==> src/sv/crkf_pkg.sv <==
`timescale 1ns / 1ps
// shared constants, op codes and saturation helper for the keyframe spline block
package crkf_pkg;

	localparam int MAX_KEYFRAMES_DEF = 64;
	localparam int FRAC_BITS_DEF     = 16;

	localparam int NCOMP   = 11;
	localparam int NSLOT   = 4;
	localparam int DATA_W  = 32;
	localparam int QIDX_W  = 22;
	localparam int IDX_W   = 16;
	localparam int ACC_W   = 40;
	localparam int COUNT_W = 7;

	localparam logic OP_WRITE = 1'b0;
	localparam logic OP_QUERY = 1'b1;

	localparam int COMP_TIME = 0;

	typedef logic signed [DATA_W-1:0] word_t;
	typedef logic signed [ACC_W-1:0]  acc_t;

	localparam acc_t SAT_HI = ACC_W'(64'sd2147483647);
	localparam acc_t SAT_LO = ACC_W'(-64'sd2147483648);

	function automatic word_t sat32(input acc_t x);
		word_t r;
		if (x > SAT_HI) begin
			r = word_t'(SAT_HI);
		end else if (x < SAT_LO) begin
			r = word_t'(SAT_LO);
		end else begin
			r = x[DATA_W-1:0];
		end
		return r;
	endfunction

endpackage

==> src/sv/crkf_bank.sv <==
`timescale 1ns / 1ps
// one component bank: single write port, one registered read port
module crkf_bank import crkf_pkg::*; #(
	parameter int DEPTH = MAX_KEYFRAMES_DEF,
	parameter int AW    = $clog2(MAX_KEYFRAMES_DEF)
) (
	input  logic          clk,
	input  logic          we,
	input  logic [AW-1:0] waddr,
	input  word_t         wdata,
	input  logic          re,
	input  logic [AW-1:0] raddr,
	output word_t         rdata
);

	word_t mem [DEPTH];

	always_ff @(posedge clk) begin
		if (we) begin
			mem[waddr] <= wdata;
		end
		if (re) begin
			rdata <= mem[raddr];
		end
	end

endmodule

==> config.mk <==
export PLATFORM = sky130hd
export DESIGN_NAME = crkf_bank
export DESIGN_NICKNAME = d
export VERILOG_FILES = /design/src/sv/crkf_pkg.sv /design/src/sv/crkf_bank.sv
export SDC_FILE = /design/constraint.sdc
export NUM_CORES = 2
export LEC_CHECK = 0
export BUFFER_PORTS_ARGS = -buffer_cell sky130_fd_sc_hd__buf_4
export CELL_PAD_IN_SITES_DETAIL_PLACEMENT = 0
export CELL_PAD_IN_SITES_GLOBAL_PLACEMENT = 1
export CORE_MARGIN = 2
export CORE_UTILIZATION = 45
export CTS_BUF_LIST = sky130_fd_sc_hd__clkbuf_8 sky130_fd_sc_hd__clkbuf_16
export CTS_CLUSTER_SIZE = 40
export DETAILED_ROUTE_END_ITERATION = 7
export PLACE_DENSITY = 0.66
export SYNTH_ARGS = -nofsm -noshare
export SYNTH_HDL_FRONTEND = slang
export SYNTH_SLANG_ARGS = --single-unit
==> constraint.sdc <==
create_clock -name clk -period 4.3 [get_ports clk]
set_clock_uncertainty 0.15 [all_clocks]
set_input_delay 0.86 -clock clk [delete_from_list [all_inputs] [get_ports clk]]
set_output_delay 0.86 -clock clk [all_outputs]
set_load 0.02 [all_outputs]
==> impl_metrics.toml <==
[power_and_ir_drop]
ir_drop_mv = 0.311
power_density_nw_per_um2 = 462
leakagePower_nw = 28.4

[global_routing]
grt_pass1_wl_mm = 290
grt_util_all_layers = 0.233
grt_pass1_vias = 37400
grt-ovfl-total = 0
grt_max_degree = 74
antenna_found_initial = 14

[sta]
tightestPinTransition_ns = 1.07
hold_viol = 0
final.period_utilization = 0.792
max_slew_margin = 0.283
maxSlewViolCount = 0
fmax_ghz = 0.294
setup_ws_ns = 0.894
rsz0062_at_grt = "no"
setup_violations = 0
layout_min_cycle_time_ns = 3.41
fin_setup_tns_ns = 0

[yosys]
ys_ff_latch = 2080
yosys_warnings = 0
synth.distinct_cells = 33
syn-num-nets = 3371
syn_inst = 3324
synth_area_um2 = 78800
syn_area_per_cell_um2 = 23.7
ys_seq_area_frac = 0.792

[finish]
nNetsFinal = 3699
area_growth_pct = 15.2
drive_gt1_frac = 0.314
final_cell_count_no_fill = 6151

[floorplanning]
die_w_um = 423
coreArea_um2 = 174000
chipHeight_um = 423
fp.dieArea_um2 = 179000
ioPinCount = 79
rows = 153
initial_utilization = 0.453

[worst_setup_path]
crit_end = "rdata[30]"
regToRegSetupSlack_ns = 1.60
worstSetupStartpoint = "raddr[0]"
worstPathRequired_ns = 4.68
r2r-start = "mem[30][30]"
crit_fanout = 28
r2r-end = "rdata[30]"
cp.arrival_ns = 3.78
reg2regPathDepth = 4
cp-start-kind = "primary input"
end_kind = "register"
crit_type = "primary input to register"

[cts]
root_buffer = "clkbuf_16"
clockBufferDepth = 3
cts_setup_buffers = 0
cts.repair.resized = 0
htree_levels = 4
clk_latency_ns = 0.84
holdBufCountCts = 0
cts_tree = "built"
clk_transition_reported_paths_ns = 0.06
cts_inserted_buffers = 204
clock-sinks = 2080

[job]
max_cap_violations = 0

[drt]
initialDrtViolationCount = 4539
via_count = 37500
routed_wl_mm = 207
drt-wirelength-per-cell_um = 33.7
drcViolationCount = 0
drt-pass1-iter-count = 6
drtAntennaViolNets = 0
viasPerCell = 6.09

[min_path]
min_path_type = "primary input to register"

[place]
dp_cells = 5771
post-dp-hpwl_mm = 120
place_congestion = 0.792
pre_cts_ws_ns = 0.0678
io_buffers = 78

[run_status]
status = "finished clean"
==> logic make-up after synthesis <==
group / Yosys count / share of synthesized area
flops: 2080 / 0.792
mux: 637 / 0.167
simple gates: 223 / 0.0126
compound gates: 202 / 0.0167
buf+inv: 182 / 0.0112
==> where the power goes <==
group / internal [mW] / total, mW / switching, mW
Clock: 9.60 / 17.2 / 7.60
Sequential: 22.5 / 22.6 / 0.0856
Combinational: 0.837 / 2.21 / 1.37
Total: 32.9 / 42.0 / 9.05
==> state kept, by name, summed over array words and instances, names as in the netlist <==
register  flops
rdata        32
mem        2048
==> layout by cell type (no fill, tap or decap), types with 3 or more instances in the layout <==
cell and count:
mux4_2 544, inv_16 3, o221ai_1 27, bufinv_16 16, diode_2 8, nand3_1 5
o32ai_1 4, nor2_1 75, clkinv_1 53, buf_8 3, or3_1 3, nor2_4 62
buf_12 53, clkinvlp_4 8, a21oi_1 62, clkinv_16 3, nand2b_1 7, a311oi_1 8
mux2i_1 93, a22oi_1 12, o22ai_1 84, clkinv_8 7, inv_1 39, nand2_1 26
nor3_1 5, a41o_1 4, clkbuf_16 204, clkinv_2 35, nor2b_1 15, buf_4 247
nand3b_1 5, or3b_2 3, edfxtp_1 2080, and3_1 4
==> cell usage after synthesis <==
cell      instances  area [um^2]
edfxtp_1       2080        62500
mux4_2          544        12300
nor2_1          137          514
mux2i_1          93          931
o22ai_1          84          526
clkbuf_1         74          278
a21oi_1          62          310
buf_2            57          285
o221ai_1         27          236
nand2_1          26         97.6
buf_4            25          188
buf_1            21         78.8
nor2b_1          15         93.8
a22oi_1          12         90.1
a311oi_1          8         70.1
nand2b_1          8         50.1
nor3_1            7         35.0
buf_6             5         56.3
nand3_1           5         25.0
nand3b_1          5         37.5
a41o_1            4         40.0
and3_1            4         25.0
o32ai_1           4         35.0
or3_1             3         18.8
or3b_2            3         26.3
and2_1            2         12.5
nand4_1           2         12.5
or3b_1            2         17.5
a31oi_1           1         6.26
nand4b_1          1         8.76
or2_0             1         6.26
or2_1             1         6.26
or2_2             1         6.26
==> metal layers <==
metal  wire, um  GRT usage
met5         11          0
met3      15900     0.0367
met1      84900      0.333
met2     101000      0.375
met4       5490     0.0636
==> critical path, stage by stage <==
cell	delay [ns]
buf_8	0.28
buf_12	0.28
buf_12	0.28
mux4_2	0.55
mux4_2	0.49
o22ai_1	0.67
nor2_1	0.23
==> worst min path at each step <==
stage,from,endpoint,depth (start not counted)
CTS,wdata[23],mem[10][23],1
global placement,mem[28][4],rdata[4],5
floorplan,mem[12][17],rdata[17],4
global route,wdata[23],mem[10][23],1
finish,wdata[23],mem[9][23],1
detailed placement,mem[28][4],rdata[4],5
==> metrics by stage <==
step                      hold WS, ns   util  instance area [um^2]  total power, mW
after floorplan                 0.600      -                 78800             24.1
after global placement          0.785  0.484                 84300             25.2
after detailed placement        0.770  0.484                 84300             25.3
after CTS                       0.382  0.522                 90800             42.3
after global routing            0.417  0.522                 90800             43.2
final                           0.419  0.522                 90800             42.0
==> final cells by class <==
cell class | count | area, um^2
Tap cell | 2325 | 2910
Antenna cell | 8 | 20.0
Sequential cell | 2080 | 62500
Timing Repair Buffer | 304 | 2970
Clock buffer | 204 | 5100
Clock inverter | 168 | 1360
Multi-Input combinational cell | 1062 | 16000
Fill cell | 13300 | 83200
No activity file was read; power rests on OpenSTA's default activity.
