### config.mk
export PLATFORM = sky130hd
export DESIGN_NAME = crkf_lerp
export DESIGN_NICKNAME = d
export VERILOG_FILES = /design/src/sv/crkf_pkg.sv /design/src/sv/crkf_lerp.sv
export SDC_FILE = /design/constraint.sdc
export NUM_CORES = 2
export LEC_CHECK = 0
export ABC_AREA = 1
export BUFFER_PORTS_ARGS = -buffer_cell sky130_fd_sc_hd__buf_2
export CAP_MARGIN = 20
export CORE_UTILIZATION = 50
export CTS_CLUSTER_DIAMETER = 200
export DETAILED_ROUTE_END_ITERATION = 10
export PLACE_DENSITY_LB_ADDON = 0.12
export SYNTH_ARGS = -nofsm -noshare
export SYNTH_HDL_FRONTEND = slang
export SYNTH_SLANG_ARGS = --single-unit
### constraint.sdc
create_clock -name clk -period 18 [get_ports clk]
set_input_delay 0.9 -clock clk [delete_from_list [all_inputs] [get_ports clk]]
set_output_delay 0.9 -clock clk [all_outputs]
set_load 0.01 [all_outputs]
### src/sv/crkf_pkg.sv
`timescale 1ns / 1ps
// shared constants, op codes and saturation helper for the keyframe spline block
package crkf_pkg;

	localparam int MAX_KEYFRAMES_DEF = 64;
	localparam int FRAC_BITS_DEF     = 16;

	localparam int NCOMP   = 11;
	localparam int NSLOT   = 4;
	localparam int DATA_W  = 32;
	localparam int QIDX_W  = 22;
	localparam int IDX_W   = 16;
	localparam int ACC_W   = 40;
	localparam int COUNT_W = 7;

	localparam logic OP_WRITE = 1'b0;
	localparam logic OP_QUERY = 1'b1;

	localparam int COMP_TIME = 0;

	typedef logic signed [DATA_W-1:0] word_t;
	typedef logic signed [ACC_W-1:0]  acc_t;

	localparam acc_t SAT_HI = ACC_W'(64'sd2147483647);
	localparam acc_t SAT_LO = ACC_W'(-64'sd2147483648);

	function automatic word_t sat32(input acc_t x);
		word_t r;
		if (x > SAT_HI) begin
			r = word_t'(SAT_HI);
		end else if (x < SAT_LO) begin
			r = word_t'(SAT_LO);
		end else begin
			r = x[DATA_W-1:0];
		end
		return r;
	endfunction

endpackage

### src/sv/crkf_lerp.sv
`timescale 1ns / 1ps
// linear time lane, result ready at s4 and delayed to s8
module crkf_lerp import crkf_pkg::*; #(
	parameter int FRAC_BITS = FRAC_BITS_DEF
) (
	input  logic                 clk,
	input  logic                 adv,
	input  logic                 bypass_s1,
	input  logic [FRAC_BITS-1:0] u_s1,
	input  word_t                t1_s1,
	input  word_t                t2_s1,
	output word_t                res_s8
);

	localparam int PW = ACC_W + FRAC_BITS + 1;
	localparam logic signed [PW-1:0] HALF = PW'(1) << (FRAC_BITS - 1);

	function automatic acc_t rnd(input logic signed [PW-1:0] x);
		logic signed [PW-1:0] t;
		t = (x + HALF) >>> FRAC_BITS;
		return t[ACC_W-1:0];
	endfunction

	acc_t d_s2;
	logic signed [FRAC_BITS:0] us_s2;
	logic signed [PW-1:0] m_s3;
	word_t t1_s2, t1_s3, r_s4, r_s5, r_s6, r_s7;
	logic byp_s2, byp_s3;

	always_ff @(posedge clk) begin
		if (adv) begin
			d_s2   <= ACC_W'(t2_s1) - ACC_W'(t1_s1);
			us_s2  <= {1'b0, u_s1};
			t1_s2  <= t1_s1;
			byp_s2 <= bypass_s1;
			m_s3   <= d_s2 * us_s2;
			t1_s3  <= t1_s2;
			byp_s3 <= byp_s2;
			r_s4   <= byp_s3 ? t1_s3 : sat32(ACC_W'(t1_s3) + rnd(m_s3));
			r_s5   <= r_s4;
			r_s6   <= r_s5;
			r_s7   <= r_s6;
			res_s8 <= r_s7;
		end
	end

endmodule

==> out/qor.csv <==
stage;metric;value;unit
synthesis;syn nets;4458;
drt;initial drt markers;1656;
timing;FMAX;0.146;GHz
global_routing;GRT Total Usage;0.257;
global_routing;largest net degree at the start of global routing;87;
setup_path;CP Buf/Inv Count;5;
clocking;Root Driver;clkbuf_16;
drt;drt total wl;84300;um
setup_path;crit path launch type;flip-flop;
drt;vias per cell;5.07;
floorplanning;initial core utilization;0.508;
layout;fraction of layout instances using a drive strength above 1;0.0799;
floorplanning;CORE AREA;0.0661;sq mm
floorplanning;die area;0.0682;sq mm
global_routing;initial antenna violation count;0;
setup_path;Crit path required time;18310;ps
clocking;Post-CTS Hold Buffers;0;
global_routing;first-pass GRT wire length;134000;um
run;Max Cap Violations;0;
place;Placer Congestion;0.935;
layout;fillers;6132;
status;failing checks;design-rule violations;
drt;DRC violations left;16;
setup_path;CP Class;flip-flop to flip-flop;
setup_path;delay-heaviest family, CP;adder cells;
synthesis;Seq/Total Area, Yosys;0.277;
timing;relative slew slack;0.315;
synthesis;mux cell area share after synthesis;0;
floorplanning;DIE WIDTH;261;um
timing;Tcrit/Tclk final;0.379;
drt;DR vias;23468;
synthesis;syn avg cell area;9.10;sq um
timing;setup total negative slack;0;ps
synthesis;Synth Area in Compound Gates;0.0553;
synthesis;Post-synth EDFFs;310;
global_routing;gr ovfl total;0;
synthesis;dominant register cell in the synthesized netlist;edfxtp_1;
floorplanning;floorplan row count;94;
global_routing;vias in the first global route;24526;
timing;WHS;407;ps
floorplanning;Ports;115;
clocking;Bufs on Longest Clock Path;3;
setup_path;Critical Path AT;7140;ps
floorplanning;die height;261;um
setup_path;Most Frequent Cell on Critical Path;fa_1;
clocking;clk sink count;310;
clocking;CTS buffer count;38;
drt;DRT Pass-1 Iters;8;
place;# port buffers;114;
clocking;number of gates resized after cts;0;
clocking;CTS tree;yes;
layout;antenna cells;0;
synthesis;main combinational cell family by area after synthesis;adder cells;
status;outcome;finished, violations left;
setup_path;CP max FO;16;
drt;WL per Instance;18.2;um
timing;fin. max-slew vios;0;
timing;crit path time final;6830;ps
synthesis;Yosys reg bits;310;
synthesis;post-synth cell types;49;
timing;RSZ-0062 raised after global routing;false;
place;hpwl dp;64900;um
clocking;worst-skew pair later-pin latency;570;ps
synthesis;Mapped Area;0.0336;sq mm
clocking;Post-CTS Setup Bufs;0;
synthesis;fraction of the mapped netlist area in adder cells;0.369;
layout;Seq. cell area;0.00931;sq mm
timing;Final Skew;36.6;ps
hold_path;class of the worst hold path;flip-flop to flip-flop;
setup_path;crit-path max cell delay;990;ps
setup_path;crit end category;flip-flop;
layout;Final #Nets;4508;
synthesis;synthesized-area fraction occupied by and/or/nand/nor cells;0.142;
clocking;H-tree levels;2;
layout;Layout area overhead;7.67;%
clocking;clock slew at reported path FFs;60;ps
synthesis;post-synthesis cell count;3687;
timing;worst slew pin tran;1030;ps
timing;Final Hold Vio Count;0;
timing;final setup fails;0;
setup_path;CP max-delay cell;edfxtp_1;
synthesis;XOR/XNOR Fraction of Synth Area;0.0337;
setup_path;crit-path cells;nand2_1, fa_1, inv_1, fa_1, fa_1, fa_1, fa_1, inv_1, fa_1, inv_1, ha_1, nand2_1, nor2_1, inv_1, nor2_1, inv_1, nor4_1, a21oi_1, o21ai_0, xor2_1;
drt;Post-DRT Antenna Nets;0;
synthesis;Async S/R FF share, synth;0;
synthesis;Synth Warn #;0;
layout;multi-input logic area;0.0201;sq mm
-- cell usage in the layout (no fill, tap or decap), types with 39 or more instances in the layout --
cell,instances
o21ai_0,64
inv_1,942
nor2_1,177
fa_1,503
xnor2_1,47
a21oi_1,146
nand3_1,39
nand2_1,837
nand2_2,41
buf_2,113
xor2_1,82
ha_1,185
edfxtp_1,310
-- routing by layer --
metal  vias up  global-route usage  routed length (um)
met3       112              0.0461                6260
li1      11151                   -                   -
met1     11499               0.360               37600
met2       706               0.418               38700
met5         -                   0                   0
met4         0              0.0614                1760
-- kinds of logic (layout without fill, tap and decap cells) --
| logic type | after synthesis | after routing |
|---|---|---|
| adders and majority gates | 688 | 688 |
| buffers and inverters | 1081 | 1159 |
| DFF | 310 | 310 |
| and+or+nand+nor | 1168 | 1168 |
| AOI/OAI and AO/OA | 311 | 311 |
| xor gates and xnor gates | 129 | 129 |
-- cell type report --
type                            count  area share
Clock inverter                     23     0.00648
Timing Repair Buffer              145      0.0231
Sequential cell                   310       0.258
Clock buffer                       45      0.0270
Tap cell                          864      0.0299
Inverter                          946      0.0983
Multi-Input combinational cell   2296       0.558
-- final timing paths --
path	start	end	slack (ps)	depth (start not counted)
min reg2reg	t1_s2[7]$_DFFE_PP_	t1_s3[7]$_DFFE_PP_	410	0
max reg2reg	d_s2[12]$_DFFE_PP_	m_s3[36]$_DFFE_PP_	11170	20
max	d_s2[12]$_DFFE_PP_	m_s3[36]$_DFFE_PP_	11170	20
min	t1_s2[7]$_DFFE_PP_	t1_s3[7]$_DFFE_PP_	410	0
-- flip-flops by register name, indices dropped and copies added (netlist names) --
| name | count |
|---|---|
| byp_s2 | 1 |
| byp_s3 | 1 |
| d_s2 | 33 |
| m_s3 | 35 |
| r_s4 | 32 |
| r_s5 | 32 |
| r_s6 | 32 |
| r_s7 | 32 |
| res_s8 | 32 |
| t1_s2 | 32 |
| t1_s3 | 32 |
| us_s2 | 16 |
-- stage by stage --
stage	area [sq um]	util	instances	worst slack [ps]
floorplan	33600	-	3687	12250
detailed placement	34900	0.528	4560	11290
CTS	36100	0.546	4628	11260
global placement	34900	0.528	4560	11270
global route	36100	0.547	4629	10930
finish	36100	0.547	4629	11170
-- cell usage after synthesis, drive strengths merged, types with 4 or more instances --
cell type | instances | area, sq um
nand3 | 47 | 275
xor2 | 82 | 718
o21bai | 15 | 113
nand4 | 11 | 75.1
nand3b | 4 | 30.0
xnor2 | 47 | 412
nor2 | 188 | 743
a21o | 9 | 67.6
nor3 | 22 | 126
inv | 946 | 3550
ha | 185 | 2310
buf | 6 | 67.6
a21boi | 4 | 30.0
nand2 | 880 | 3420
a31oi | 9 | 56.3
clkbuf | 129 | 484
nor4 | 11 | 68.8
o21a | 14 | 105
o21ai | 66 | 342
o211ai | 9 | 67.6
a21oi | 177 | 1010
fa | 503 | 10100
edfxtp | 310 | 9310
Power is not shown: default switching activity piles up to over one toggle a cycle in this logic, so the estimate is an artifact.
